$ cat config.mk
export PLATFORM = sky130hd
export DESIGN_NAME = dawn_dusk_rgb_ramp_flat
export DESIGN_NICKNAME = d
export VERILOG_FILES = /design/src/rtl/ddr_pkg.sv /design/src/rtl/ddr_time_if.sv /design/src/rtl/ddr_level_if.sv /design/src/rtl/dawn_dusk_rgb_ramp.sv /design/src/flat_wrapper.sv
export SDC_FILE = /design/constraint.sdc
export NUM_CORES = 2
export LEC_CHECK = 0
export BUFFER_PORTS_ARGS = -buffer_cell sky130_fd_sc_hd__clkbuf_2
export CAP_MARGIN = 10
export CORE_MARGIN = 10
export CORE_UTILIZATION = 50
export CTS_CLUSTER_DIAMETER = 60
export DETAILED_ROUTE_END_ITERATION = 10
export GPL_TIMING_DRIVEN = 0
export PLACE_DENSITY = 0.64
export SYNTH_ARGS = -nofsm -noshare
export SYNTH_HDL_FRONTEND = slang
export SYNTH_SLANG_ARGS = --single-unit
$ cat constraint.sdc
create_clock -name clk -period 10.1 [get_ports clk]
set_clock_uncertainty 0.2 [all_clocks]
set_input_delay 0.505 -clock clk [delete_from_list [all_inputs] [get_ports clk]]
set_output_delay 0.505 -clock clk [all_outputs]
set_load 0.01 [all_outputs]
$ cat src/rtl/ddr_pkg.sv
// Shared constants, register codes and lane tables for the dawn/dusk RGB ramp.
`default_nettype none
package ddr_pkg;

    localparam int unsigned TIME_W   = 17;
    localparam int unsigned LEVEL_W  = 16;
    localparam int unsigned FRAC_W   = 13;
    localparam int unsigned NUM_W    = FRAC_W + LEVEL_W;
    localparam int unsigned RECIP_SH = NUM_W;
    localparam int unsigned RECIP_W  = 18;
    localparam int unsigned LANES    = 3;
    localparam int unsigned APB_AW   = 4;
    localparam int unsigned APB_DW   = 32;

    localparam logic [TIME_W:0]    EDGE_MARGIN = 18'd60;
    localparam logic [LEVEL_W-1:0] FULL_LEVEL  = 16'hFFFF;

    typedef enum logic [1:0] {
        REG_DAWN  = 2'd0,
        REG_ON    = 2'd1,
        REG_OFF   = 2'd2,
        REG_DUSK  = 2'd3
    } ddr_reg_t;

    // Lane 0 is red, 1 green, 2 blue.
    function automatic logic [FRAC_W-1:0] lane_span(input int idx);
        logic [FRAC_W-1:0] s;
        begin
            case (idx)
                0:       s = 13'd5400;
                1:       s = 13'd4320;
                default: s = 13'd3240;
            endcase
            return s;
        end
    endfunction

    function automatic logic [FRAC_W-1:0] lane_lag(input int idx);
        logic [FRAC_W-1:0] l;
        begin
            case (idx)
                0:       l = 13'd0;
                1:       l = 13'd1080;
                default: l = 13'd2160;
            endcase
            return l;
        end
    endfunction

endpackage
`default_nettype wire

$ cat src/rtl/ddr_time_if.sv
// Input channel: one time-of-day sample per transfer.
`default_nettype none
interface ddr_time_if;
    import ddr_pkg::*;

    logic              valid;
    logic              ready;
    logic [TIME_W-1:0] time_of_day;

    modport source (output valid, output time_of_day, input ready);
    modport sink   (input valid, input time_of_day, output ready);
endinterface
`default_nettype wire

$ cat src/rtl/ddr_level_if.sv
// Output channel: main-light flag, RGB levels and dimmer strobe per transfer.
`default_nettype none
interface ddr_level_if;
    import ddr_pkg::*;

    logic               valid;
    logic               ready;
    logic               main_lights;
    logic [LEVEL_W-1:0] red_level;
    logic [LEVEL_W-1:0] green_level;
    logic [LEVEL_W-1:0] blue_level;
    logic               dimmer_write;

    modport source (output valid, output main_lights, output red_level, output green_level,
                    output blue_level, output dimmer_write, input ready);
    modport sink   (input valid, input main_lights, input red_level, input green_level,
                    input blue_level, input dimmer_write, output ready);
endinterface
`default_nettype wire

$ cat src/rtl/dawn_dusk_rgb_ramp.sv
// Pipeline: five register stages (window compare, clamp, reciprocal multiply, back-multiply,
// correction into the output register).
// Throughput: one sample per cycle while the output is not stalled; each stage advances whenever
// the stage after it is empty or advancing, so bubbles close up while the output is stalled.
// Reset: rst_n clears all valid bits and the four time registers to zero.
`default_nettype none
module dawn_dusk_rgb_ramp (
    input  wire logic                        clk,
    input  wire logic                        rst_n,
    input  wire logic                        psel,
    input  wire logic                        penable,
    input  wire logic                        pwrite,
    input  wire logic [ddr_pkg::APB_AW-1:0]  paddr,
    input  wire logic [ddr_pkg::APB_DW-1:0]  pwdata,
    output logic      [ddr_pkg::APB_DW-1:0]  prdata,
    output logic                             pready,
    ddr_time_if.sink                         time_in,
    ddr_level_if.source                      level_out
);
    import ddr_pkg::*;

    // ---------------- configuration registers
    logic [TIME_W-1:0] dawn_reg, on_reg, off_reg, dusk_reg;
    logic              cfg_wr;
    ddr_reg_t          cfg_sel;

    assign pready  = 1'b1;
    assign cfg_wr  = psel && penable && pwrite && pready;
    assign cfg_sel = ddr_reg_t'(paddr[3:2]);

    always_ff @(posedge clk or negedge rst_n)
    begin
        if (!rst_n)
        begin
            dawn_reg <= '0;
            on_reg   <= '0;
            off_reg  <= '0;
            dusk_reg <= '0;
        end
        else if (cfg_wr)
        begin
            unique case (cfg_sel)
                REG_DAWN: dawn_reg <= pwdata[TIME_W-1:0];
                REG_ON:   on_reg   <= pwdata[TIME_W-1:0];
                REG_OFF:  off_reg  <= pwdata[TIME_W-1:0];
                REG_DUSK: dusk_reg <= pwdata[TIME_W-1:0];
                default:  dawn_reg <= dawn_reg;
            endcase
        end
    end

    always_comb
    begin
        unique case (cfg_sel)
            REG_DAWN: prdata = {{(APB_DW-TIME_W){1'b0}}, dawn_reg};
            REG_ON:   prdata = {{(APB_DW-TIME_W){1'b0}}, on_reg};
            REG_OFF:  prdata = {{(APB_DW-TIME_W){1'b0}}, off_reg};
            REG_DUSK: prdata = {{(APB_DW-TIME_W){1'b0}}, dusk_reg};
            default:  prdata = '0;
        endcase
    end

    // ---------------- pipeline flow control
    logic v1_reg, v2_reg, v3_reg, v4_reg, v5_reg;
    logic rdy1, rdy2, rdy3, rdy4, rdy5;

    assign rdy5 = !v5_reg || level_out.ready;
    assign rdy4 = !v4_reg || rdy5;
    assign rdy3 = !v3_reg || rdy4;
    assign rdy2 = !v2_reg || rdy3;
    assign rdy1 = !v1_reg || rdy2;

    assign time_in.ready = rdy1;

    always_ff @(posedge clk or negedge rst_n)
    begin
        if (!rst_n)
        begin
            v1_reg <= 1'b0;
            v2_reg <= 1'b0;
            v3_reg <= 1'b0;
            v4_reg <= 1'b0;
            v5_reg <= 1'b0;
        end
        else
        begin
            if (rdy1) v1_reg <= time_in.valid;
            if (rdy2) v2_reg <= v1_reg;
            if (rdy3) v3_reg <= v2_reg;
            if (rdy4) v4_reg <= v3_reg;
            if (rdy5) v5_reg <= v4_reg;
        end
    end

    // ---------------- stage 1: window compare and elapsed time
    logic [TIME_W-1:0] t;
    logic              rise_win, set_win, main_next;
    logic [TIME_W-1:0] d_next;
    logic [TIME_W-1:0] d1_reg;
    logic              m1_reg, m2_reg, m3_reg, m4_reg, m5_reg;

    assign t = time_in.time_of_day;

    always_comb
    begin
        rise_win  = (t >= dawn_reg) && ({1'b0, t} <= ({1'b0, on_reg} + EDGE_MARGIN));
        set_win   = (({1'b0, t} + EDGE_MARGIN) >= {1'b0, off_reg}) && (t <= dusk_reg);
        main_next = (t >= on_reg) && (t <= off_reg);
        // Both windows give a non-negative distance; outside them a zero distance
        // clamps every lane to zero.
        if (rise_win)
            d_next = t - dawn_reg;
        else if (set_win)
            d_next = dusk_reg - t;
        else
            d_next = '0;
    end

    always_ff @(posedge clk)
    begin
        if (rdy1 && time_in.valid)
        begin
            d1_reg <= d_next;
            m1_reg <= main_next;
        end
        if (rdy2 && v1_reg) m2_reg <= m1_reg;
        if (rdy3 && v2_reg) m3_reg <= m2_reg;
        if (rdy4 && v3_reg) m4_reg <= m3_reg;
        if (rdy5 && v4_reg) m5_reg <= m4_reg;
    end

    // ---------------- stages 2..5: per-lane clamp and divide by span
    logic [LEVEL_W-1:0] lvl_reg [LANES];

    for (genvar i = 0; i < LANES; i++)
    begin : g_lane
        localparam logic [FRAC_W-1:0]  SPAN  = lane_span(i);
        localparam logic [FRAC_W-1:0]  LAG   = lane_lag(i);
        localparam logic [TIME_W:0]    TOP   = 18'(LAG) + 18'(SPAN);
        localparam logic [RECIP_W-1:0] RECIP = RECIP_W'((64'd1 << RECIP_SH) / 64'(SPAN));

        logic [FRAC_W-1:0]  frac;
        logic [NUM_W-1:0]   n_next;
        logic [NUM_W+RECIP_W-1:0] prod;
        logic [NUM_W-1:0]   qs_next, rem;
        logic [LEVEL_W-1:0] lvl_next;

        logic               z2_reg, f2_reg, z3_reg, f3_reg, z4_reg, f4_reg;
        logic [NUM_W-1:0]   n2_reg, n3_reg, n4_reg, qs4_reg;
        logic [LEVEL_W-1:0] q3_reg, q4_reg;

        assign frac    = FRAC_W'(d1_reg - TIME_W'(LAG));
        assign n_next  = {frac, {LEVEL_W{1'b0}}} - NUM_W'(frac);
        assign prod    = n2_reg * RECIP;
        assign qs_next = NUM_W'(q3_reg) * NUM_W'(SPAN);
        assign rem     = n4_reg - qs4_reg;

        always_comb
        begin
            if (z4_reg)
                lvl_next = '0;
            else if (f4_reg)
                lvl_next = FULL_LEVEL;
            else if (rem >= NUM_W'(SPAN))
                lvl_next = q4_reg + 1'b1;
            else
                lvl_next = q4_reg;
        end

        always_ff @(posedge clk)
        begin
            if (rdy2 && v1_reg)
            begin
                z2_reg <= (d1_reg <= TIME_W'(LAG));
                f2_reg <= ({1'b0, d1_reg} >= TOP);
                n2_reg <= n_next;
            end
            if (rdy3 && v2_reg)
            begin
                z3_reg <= z2_reg;
                f3_reg <= f2_reg;
                n3_reg <= n2_reg;
                // reciprocal estimate is the true quotient or one below it
                q3_reg <= prod[RECIP_SH+LEVEL_W-1:RECIP_SH];
            end
            if (rdy4 && v3_reg)
            begin
                z4_reg  <= z3_reg;
                f4_reg  <= f3_reg;
                n4_reg  <= n3_reg;
                q4_reg  <= q3_reg;
                qs4_reg <= qs_next;
            end
            if (rdy5 && v4_reg)
                lvl_reg[i] <= lvl_next;
        end
    end

    // ---------------- output register
    assign level_out.valid        = v5_reg;
    assign level_out.main_lights  = m5_reg;
    assign level_out.red_level    = lvl_reg[0];
    assign level_out.green_level  = lvl_reg[1];
    assign level_out.blue_level   = lvl_reg[2];
    assign level_out.dimmer_write = (lvl_reg[0] != '0) && (lvl_reg[0] != FULL_LEVEL);

    // ---------------- assertions
    a_stall_only_when_blocked: assert property (@(posedge clk) disable iff (!rst_n)
        !time_in.ready |-> (level_out.valid && !level_out.ready))
        else $error("input stalled while output path could advance");

    a_lane_order: assert property (@(posedge clk) disable iff (!rst_n)
        level_out.valid |-> (level_out.green_level <= level_out.red_level)
                         && (level_out.blue_level <= level_out.green_level))
        else $error("ramp lanes out of order");

    a_out_fill: assert property (@(posedge clk) disable iff (!rst_n)
        (v4_reg && !level_out.valid) |=> level_out.valid)
        else $error("stage four item did not reach output register");

endmodule
`default_nettype wire
$ cat src/flat_wrapper.sv
// flat-port wrapper written by rule: the top's interface ports become plain ports
module dawn_dusk_rgb_ramp_flat import ddr_pkg::*;
  (clk, rst_n, psel, penable, pwrite, paddr, pwdata, prdata, pready, time_in_valid, time_in_time_of_day, time_in_ready, level_out_valid, level_out_main_lights, level_out_red_level, level_out_green_level, level_out_blue_level, level_out_dimmer_write, level_out_ready);
  ddr_time_if time_in_i ();
  ddr_level_if level_out_i ();
  input  wire logic clk;
  input  wire logic rst_n;
  input  wire logic psel;
  input  wire logic penable;
  input  wire logic pwrite;
  input  wire logic [ddr_pkg::APB_AW-1:0] paddr;
  input  wire logic [ddr_pkg::APB_DW-1:0] pwdata;
  output logic      [ddr_pkg::APB_DW-1:0] prdata;
  output logic pready;
  input wire logic [$bits(time_in_i.valid)-1:0] time_in_valid;
  input wire logic [$bits(time_in_i.time_of_day)-1:0] time_in_time_of_day;
  output wire logic [$bits(time_in_i.ready)-1:0] time_in_ready;
  output wire logic [$bits(level_out_i.valid)-1:0] level_out_valid;
  output wire logic [$bits(level_out_i.main_lights)-1:0] level_out_main_lights;
  output wire logic [$bits(level_out_i.red_level)-1:0] level_out_red_level;
  output wire logic [$bits(level_out_i.green_level)-1:0] level_out_green_level;
  output wire logic [$bits(level_out_i.blue_level)-1:0] level_out_blue_level;
  output wire logic [$bits(level_out_i.dimmer_write)-1:0] level_out_dimmer_write;
  input wire logic [$bits(level_out_i.ready)-1:0] level_out_ready;
  assign time_in_i.valid = time_in_valid;
  assign time_in_i.time_of_day = time_in_time_of_day;
  assign time_in_ready = time_in_i.ready;
  assign level_out_valid = level_out_i.valid;
  assign level_out_main_lights = level_out_i.main_lights;
  assign level_out_red_level = level_out_i.red_level;
  assign level_out_green_level = level_out_i.green_level;
  assign level_out_blue_level = level_out_i.blue_level;
  assign level_out_dimmer_write = level_out_i.dimmer_write;
  assign level_out_i.ready = level_out_ready;
  dawn_dusk_rgb_ramp u_core (.clk(clk), .rst_n(rst_n), .psel(psel), .penable(penable), .pwrite(pwrite), .paddr(paddr), .pwdata(pwdata), .prdata(prdata), .pready(pready), .time_in(time_in_i), .level_out(level_out_i));
endmodule
==> results by group <==
Finish
  – Max FFs per register: 80
  – Layout cells sized above 1: 6.66%
  – Layout Nets: just over 7000
  – Fin util: 55.0%
  – P&R area growth vs syn: 9.49%
  – Most common cell after layout, fill and taps aside: inv_1
  – Most frequent cells in the layout: inv_1 (1176), ha_1 (994), fa_1 (555)

Floorplanning
  – Core area: 114000 um^2
  – Die H: ~360 um
  – # IOs: 145
  – Starting Density: 50.2%
  – Cell Rows: about 120
  – Die area: 128000 um^2
  – Die Width: 358 um

Routing
  – Post-DRT Antenna Nets: 0
  – WL final: 132000 um
  – Wire per inst: 18.5 um
  – DR iter-0 viols: around 2100
  – DRC errors left: 0
  – DR vias: between 30000 and 40000
  – DRT Pass-1 Iters: 5
  – Vias per inst: 5.34

STA
  – Final Hold Vio Count: 0
  – Final worst path period share: 76.8%
  – Worst-margin pin slew: 1210 ps
  – Worst hold margin: 33.0 ps
  – RSZ-0062 raised after global routing: no
  – Final slew viol count: 0
  – Min cycle time layout: 7760 ps
  – Setup TNS: 0 ps
  – Setup ws final: 2340 ps
  – Highest clock rate: 129 MHz
  – Slew headroom: between 10% and 20%
  – Final setup violation count: 0

Synth
  – Mean post-synth cell area: 10.8 um^2
  – Largest family of logic cells by synthesized area: adder cells
  – Yosys warning count: 0
  – Mapped Cells: 5315
  – Synth area leaders: edfxtp_1 (25%), ha_1 (22%), fa_1 (19%), inv_1 (7.7%), dfrtp_1 (3.2%)
  – Post-synth ARST share: approximately an eighth
  – Number of flops mapped to enable cells by yosys: 479
  – Ys flop type: edfxtp_1
  – Post-Synth XOR/XNOR Area: roughly 4%
  – Synth Area in Simple Gates: under 10%
  – Synth cell types: 93
  – Sequential area share after synthesis: 28.3%
  – Synthesized flop and latch total: 552
  – Post-synth top area share: between 20% and 30%
  – Yosys top cell by area: edfxtp_1
  – Post-synthesis compound-gate area fraction: 8.84%
  – Mapped cell area: 57300 um^2
  – Mux cell area share after synthesis: 1.74%
  – Synth Area in Adders: around two fifths

Clock tree
  – Post_cts resized: 0
  – Clock Tree Buf Depth: 3
  – Post-CTS setup buffer count: 0
  – Skew-Pair Late Insertion Delay: between 600 and 700 ps
  – Clock sink count: 552
  – CTS buffer count: 73
  – H-tree Lvls: 3
  – CTS tree: built
  – Root Buffer: clkbuf_16
  – CTS clk-pin slew, worst paths: 60 ps

Global route
  – Initial antenna violation count: 2
  – First-pass GRT wire length: 214000 um
  – All-Layer GR Usage: 21.0%
  – Total grt overflow: 0
  – Largest net degree at the start of global routing: 68
  – Vias in the first global route: roughly 40000

Place
  – Detailed-placement wirelength estimate: roughly 110000 um
  – Final RePlAce weighted congestion: 0.885
  – PortBufs: approximately 110
  – Post-place setup slack: 2440 ps

Critical path
  – Most frequent CP cell: fa_1
  – Crit path max-delay family: adder cells
  – Slowest cell delay on critical path: 950 ps
  – WP data arrival: 7920 ps
  – Critical path required time: 10260 ps
  – Crit start category: register
  – Crit path buf inv count: 2
  – CP max FO: 13
  – Cell Chain, Critical Path: ha_1 -> ha_1 -> inv_1 -> fa_1 -> fa_1 -> inv_1 -> fa_1 -> fa_1 -> ha_1 -> nand4_1 -> nor2_1 -> o2111ai_1 -> o21ai_0 -> a41oi_1 -> o31ai_1 -> nor4_1 -> o31ai_1 -> o41a_1 -> a21oi_1 -> xnor2_1
  – CP max stage cell: edfxtp_1
  – Setup CP Type: register to register
  – Nature of the critical path endpoint: register

Hold path
  – HP Class: primary input to register

Job
  – Max Cap Violations: 0

Outcome
  – Outcome: completed
[Yosys cell counts (all sizes together) (9+ instances only)]
cell type	instances
a21o	102
a21oi	210
buf	32
o21a	39
nor2	187
edfxtp	479
and2	35
inv	1176
o2111ai	9
or4	11
a21boi	11
xnor2	180
nand2	190
xor2	82
nand4	53
mux2i	9
nor4	32
ha	994
a31oi	34
o21bai	14
nand3	86
o211ai	11
mux2	44
and3	41
o21ai	147
mux4	18
a22o	20
and4	12
fa	555
or3	21
clkbuf	42
nand2b	48
dfrtp	73
a211oi	37
o31ai	18
or2	19
nor3	67
nor2b	48
[what timing repair did]
| action | 4_1_cts | 5_1_grt |
|---|---|---|
| setup endpoints to repair | 0 | 0 |
| endpoints found under the hold margin | 142 | 0 |
| hold buffers | 19 | 0 |
[worst paths after layout]
path	start	endpoint	slack, ps	cells after the start
max in group asynchronous	rst_n	u_core.dawn_reg[0]$_DFFE_PN0P_	8980	3
setup / recovery	u_core.g_lane[2].n2_reg[2]$_DFFE_PP_	u_core.g_lane[2].q3_reg[15]$_DFFE_PP_	2340	20
setup reg to reg	u_core.g_lane[2].n2_reg[2]$_DFFE_PP_	u_core.g_lane[2].q3_reg[15]$_DFFE_PP_	2340	20
min in group asynchronous	rst_n	u_core.on_reg[14]$_DFFE_PN0P_	150	2
hold reg to reg	u_core.g_lane[2].n3_reg[13]$_DFFE_PP_	u_core.g_lane[2].n4_reg[13]$_DFFE_PP_	200	0
hold / removal	level_out_ready	u_core.v4_reg$_DFFE_PN0P_	30	4
[layer usage]
layer | track usage (%) | routed length [um] | part of all wire (%)
met1 | 29.0 | 60900 | 46
met2 | 35.3 | 62500 | 47
met3 | 2.38 | 5530 | 4.2
met4 | 5.04 | 2930 | 2.2
met5 | 0 | 0 | 0
[kinds of logic (layout without fill, tap and decap cells)]
logic type / Yosys count / after routing
compound gates: 764 / 764
other cells: 2 / 17
flops: 552 / 552
fa+ha+maj: 1549 / 1549
xor+xnor: 262 / 262
buf+inv: 1251 / 1523
mux: 71 / 71
simple gates: 864 / 864
[through the flow]
step	instances	area [um^2]
floorplan	5329	57300
global route	7113	62700
finish	7114	62700
global placement	6952	59800
detailed placement	6960	60000
CTS	7111	62700
[worst min-delay path, cell delays in order]
cell and delay (ps):
clkbuf_2 70, nor2b_1 90, nand2_1 100, nand2b_1 60
[cell type report]
class                   instances  area [um^2]
repair buffers                140          971
fillers                      9906        51300
multi-input cells            3526        36400
flip-flops and latches        552        16200
well taps                    1512         1890
clock buffers                  87         1940
inverters                    1177         4420
clock inverters                45          562
plain buffers                  74          363
diodes                          1         2.50
Power is left out: the tool's default activity adds up to more than one toggle a clock period on the data nets, which glitch-free logic cannot reach.
